### src/design/cbsd_pkg.sv
// Shared types and constants for the codebook squared distance block.
`timescale 1ns / 1ps
package cbsd_pkg;
	localparam int DIM_DEF = 16;
	localparam int VOCAB_DEF = 256;
	localparam int CODE_W = 9;
	localparam int ELEM_W = 4;
	localparam int SAMPLE_W = 16;
	localparam int DIFF_W = SAMPLE_W + 1;
	localparam int PROD_W = 2 * DIFF_W;
	localparam int SQ_W = 33;
	localparam int DIST_W = 39;

	typedef enum logic {
		OP_WRITE = 1'b0,
		OP_ACCUM = 1'b1
	} op_t;

	typedef struct packed {
		logic vld;
		logic hit;
		logic last;
	} acc_ctl_t;
endpackage

### src/design/cbsd_mac.sv
// Difference, square and saturating accumulation of point elements.
`timescale 1ns / 1ps
module cbsd_mac import cbsd_pkg::*; (
	input  logic                       clk,
	input  logic                       arst_n,
	input  logic                       adv,
	input  acc_ctl_t                   ctl_s1,
	input  logic signed [SAMPLE_W-1:0] sample_s1,
	input  logic signed [SAMPLE_W-1:0] ref_s1,
	output logic                       res_vld,
	output logic [DIST_W-1:0]          res_dist
);
	logic signed [SAMPLE_W-1:0] ref_val;
	logic signed [DIFF_W-1:0]   diff;
	logic signed [PROD_W-1:0]   prod;
	logic [SQ_W-1:0]            sq_s2;
	logic                       vld_s2;
	logic                       last_s2;
	logic [DIST_W-1:0]          sum_q;
	logic [DIST_W:0]            sum_ext;
	logic [DIST_W-1:0]          sum_sat;

	always_comb begin
		ref_val = ctl_s1.hit ? ref_s1 : '0;
		diff = {sample_s1[SAMPLE_W-1], sample_s1} - {ref_val[SAMPLE_W-1], ref_val};
		prod = diff * diff;
	end

	always_ff @(posedge clk) begin
		if (adv) begin
			sq_s2 <= prod[SQ_W-1:0];
		end
	end

	always_ff @(posedge clk or negedge arst_n) begin
		if (!arst_n) begin
			vld_s2 <= 1'b0;
			last_s2 <= 1'b0;
		end else if (adv) begin
			vld_s2 <= ctl_s1.vld;
			last_s2 <= ctl_s1.last;
		end
	end

	always_comb begin
		sum_ext = {1'b0, sum_q} + {{(DIST_W + 1 - SQ_W){1'b0}}, sq_s2};
		sum_sat = sum_ext[DIST_W] ? '1 : sum_ext[DIST_W-1:0];
	end

	always_ff @(posedge clk or negedge arst_n) begin
		if (!arst_n) begin
			sum_q <= '0;
		end else if (adv && vld_s2) begin
			sum_q <= last_s2 ? '0 : sum_sat;
		end
	end

	assign res_vld = vld_s2 && last_s2;
	assign res_dist = sum_sat;
endmodule

### config.mk
export PLATFORM = sky130hd
export DESIGN_NAME = cbsd_mac
export DESIGN_NICKNAME = d
export VERILOG_FILES = /design/src/design/cbsd_pkg.sv /design/src/design/cbsd_mac.sv
export SDC_FILE = /design/constraint.sdc
export NUM_CORES = 1
export LEC_CHECK = 0
export BUFFER_PORTS_ARGS = -buffer_cell sky130_fd_sc_hd__buf_4
export CORE_ASPECT_RATIO = 0.9
export CORE_MARGIN = 3
export CORE_UTILIZATION = 40
export DETAILED_ROUTE_END_ITERATION = 16
export SLEW_MARGIN = 20
export SYNTH_ARGS = -nofsm -noshare
export SYNTH_HDL_FRONTEND = slang
export SYNTH_SLANG_ARGS = --single-unit
### constraint.sdc
create_clock -name clk -period 5.8 [get_ports clk]
set_clock_uncertainty 0.2 [all_clocks]
set_input_delay 1.45 -clock clk [delete_from_list [all_inputs] [get_ports clk]]
set_output_delay 1.45 -clock clk [all_outputs]
set_load 0.1 [all_outputs]
==> reports/qor.csv <==
metric,value,unit
outcome,"complete, but fails checks",
violations in the final reports,setup timing,
clock latency on the worst-skew pair,340,ps
number of warnings issued by yosys,0,
via count of the routed design,12170,
fraction of the mapped netlist area in adder cells,47.19,%
H-tree Lvls,3,
number of different library cells in the post-synthesis netlist,72,
HPWL after detailed placement,32130,µm
Syn-to-layout area delta,36.02,%
Post-synth ARST share,56.16,%
initial core utilization,41.15,%
number of enable flip-flop cells after synthesis,32,
cell type of the slowest stage on the worst timing path,fa_1,
final weighted congestion of routability-driven global placement,0.9428,
type of the tightest min-delay check,reg2reg,
final period utilization,149.5,%
remaining global-route overflow,0,
leading register cell type out of synthesis,dfrtp_1,
post-synth design cell area,14630,µm²
"number of standard cells in the layout, taps in and fillers out",2435,
Critical Path Sink Type,flop,
antenna-violating nets left,0,
Vias per Instance,4.998,
TritonCTS clock tree,built,
Worst-path clk slew,60,ps
fraction of final layout cells sized beyond drive strength 1,33.52,%
worst slack at placement,-3407,ps
worst-case headroom to the max-slew limit,54.41,%
"Data required, critical path",5690,ps
Antenna Cells,0,
RSZ-0062 raised after global routing,true,
fin. max-slew vios,0,
largest family of logic cells by synthesized area,adder cells,
Max Root-Sink Buffers,2,
total routing resource utilization after global routing,20.25,%
critical path peak fanout,6,
Synth area leader,fa_1,
horizontal die dimension,207.6,µm
number of sinks on the clock net,73,
number of port buffers,77,
total wire length after detailed routing,38860,µm
Mapped Avg Cell Area,9.182,µm²
antenna violations before repair,0,
setup TNS after final layout,-58290,ps
post-route worst setup slack,-2870,ps
root buffer cell,clkbuf_16,
total of fill cells in the finished design,3144,
xor and xnor area share after synthesis,4.722,%
pin count of the biggest net entering global routing,42,
"Largest stage delay, worst path",560,ps
number of remaining DRC errors,0,
Yosys top cell area share,36.41,%
iteration count of the initial detailed-routing pass,8,
compound-gate portion of the synthesized area,12.02,%
simple logic cell fraction of the synthesized area,11.33,%
number of synthesized register bits,73,
sequential element share of the synthesized area,13.58,%
number of maximum-capacitance violations,0,
path type of the worst setup path,in2reg,
routed len/inst,15.96,µm
post-layout net count,2391,
Worst Tran Pin Value,683.9,ps
CP Launch Type,input port,
post-synthesis cell count,1593,
Post-Place Cells,2368,
Die Span Y,187.4,µm
final worst path period need,8670,ps
row cnt,65,
CP arrival,8560,ps
placeable core area,35540,µm²
number of setup violations in the final report,27,
cells taking the most area after synthesis,"fa_1, ha_1, inv_1",
hold buffer count at cts,0,
I/O pin count,78,
total die area,38900,µm²
final hold violations,0,
global-route wire length before repair,64910,µm
Iter 0 DRT Violations,537,
post-synth net total,2023,
mux cell area share after synthesis,0.3764,%
vias in the first global route,13220,
highest achievable clock rate,0.1153,GHz
most frequent cell on the critical path,fa_1,
clock buffers created by TritonCTS,9,
## worst max-delay path, delay by kind of cell
kind                     cells  cell delay [ps]
AO/OA/AOI/OAI               11             1830
XOR/XNOR                     1              120
adder cells (fa/ha/maj)      9             3810
buffers and inverters        7              550
AND/OR/NAND/NOR              6              770
## routing by layer
layer | vias up | GRT usage (%) | part of all wire, %
li1 | 5745 | - | -
met1 | 6120 | 26.94 | 45
met2 | 261 | 34.72 | 49
met3 | 45 | 4.193 | 4.7
met4 | 0 | 3.654 | 1.5
met5 | - | 0 | 0
## cell usage in the layout (no fill, tap or decap), types with 12 or more instances in the layout
cell type,count
a21o_1,28
a21oi_1,43
a21oi_2,16
a22o_1,32
buf_4,343
buf_6,41
dfrtp_1,41
edfxtp_1,32
fa_1,251
fa_2,15
ha_1,93
ha_4,30
inv_1,342
inv_2,32
nand2_1,135
nand2_2,13
nand3_1,14
nor2_1,87
nor2_2,18
nor2_4,20
o21ai_0,22
o21bai_1,12
xnor2_1,49
xor2_1,19
## repair_timing
action | in CTS | in global routing
gates resized for setup | 122 | 145
pin swaps | 59 | 75
gates cloned | 1 | 1
buffers inserted | 27 | 27
setup endpoints to repair | 27 | 28
## layout make-up
class / instances / area, µm² / area share (%)
repair buffers: 393 / 3212 / 16.14
clock buffers: 9 / 225.2 / 1.132
multi-input cells: 1106 / 12360 / 62.10
flip-flops and latches: 73 / 1987 / 9.987
clock inverters: 7 / 95.09 / 0.4780
well taps: 469 / 586.8 / 2.950
inverters: 378 / 1434 / 7.207
## sequential cells by signal (all words and copies together), names as in the netlist
register,flops
last_s2,1
vld_s2,1
sum_q,39
sq_s2,32
## metrics by stage
stage	hold WS (ps)	instance area, µm²	util [%]
after floorplan	277.2	15070	-
after global placement	292.7	18050	50.78
after detailed placement	297.9	18050	50.78
after CTS	313.6	19180	53.96
after global routing	323.5	19900	55.98
final	313.4	19900	55.98
## synthesized netlist by cell type (3+ instances only)
master	number
nand2_1	159
fa_1	266
a31oi_1	9
inv_1	373
nand3_1	18
inv_2	3
a22o_1	32
a21oi_1	61
nor3_1	10
o211ai_1	4
mux2_2	4
edfxtp_1	32
a2111oi_2	3
or2_2	11
buf_2	4
o21ai_0	40
o2111ai_1	3
nor2_2	6
nor2_1	119
o21a_1	11
nand4_1	8
o21bai_1	12
and2_1	10
nor2b_1	10
a31o_2	4
dfrtp_1	41
ha_1	126
a21boi_0	4
clkbuf_1	29
a21o_1	28
a211oi_1	7
and3_1	9
o31ai_1	6
nand2b_1	6
xor2_1	22
xnor2_1	55
## final timing paths
path / start / depth (start not counted) / to / slack [ps]
max: ctl_s1[1] / 34 / sq_s2[32] / -2870
max in group asynchronous: arst_n / 1 / sum_q[25] / 4090
min: sum_q[22] / 1 / sum_q[22] / 310
max reg2reg: sq_s2[0] / 11 / sum_q[32] / 2170
min reg2reg: sum_q[22] / 1 / sum_q[22] / 310
min in group asynchronous: arst_n / 1 / sum_q[2] / 910
## logic make-up after synthesis
| kind of cell | after synthesis |
|---|---|
| AOI/OAI and AO/OA | 252 |
| xor gates and xnor gates | 78 |
| adders and majority gates | 392 |
| buffers and inverters | 414 |
| DFF | 73 |
| muxes | 5 |
| and+or+nand+nor | 379 |
Power is not shown: default switching activity piles up to over one toggle a cycle in this logic, so the estimate is an artifact.
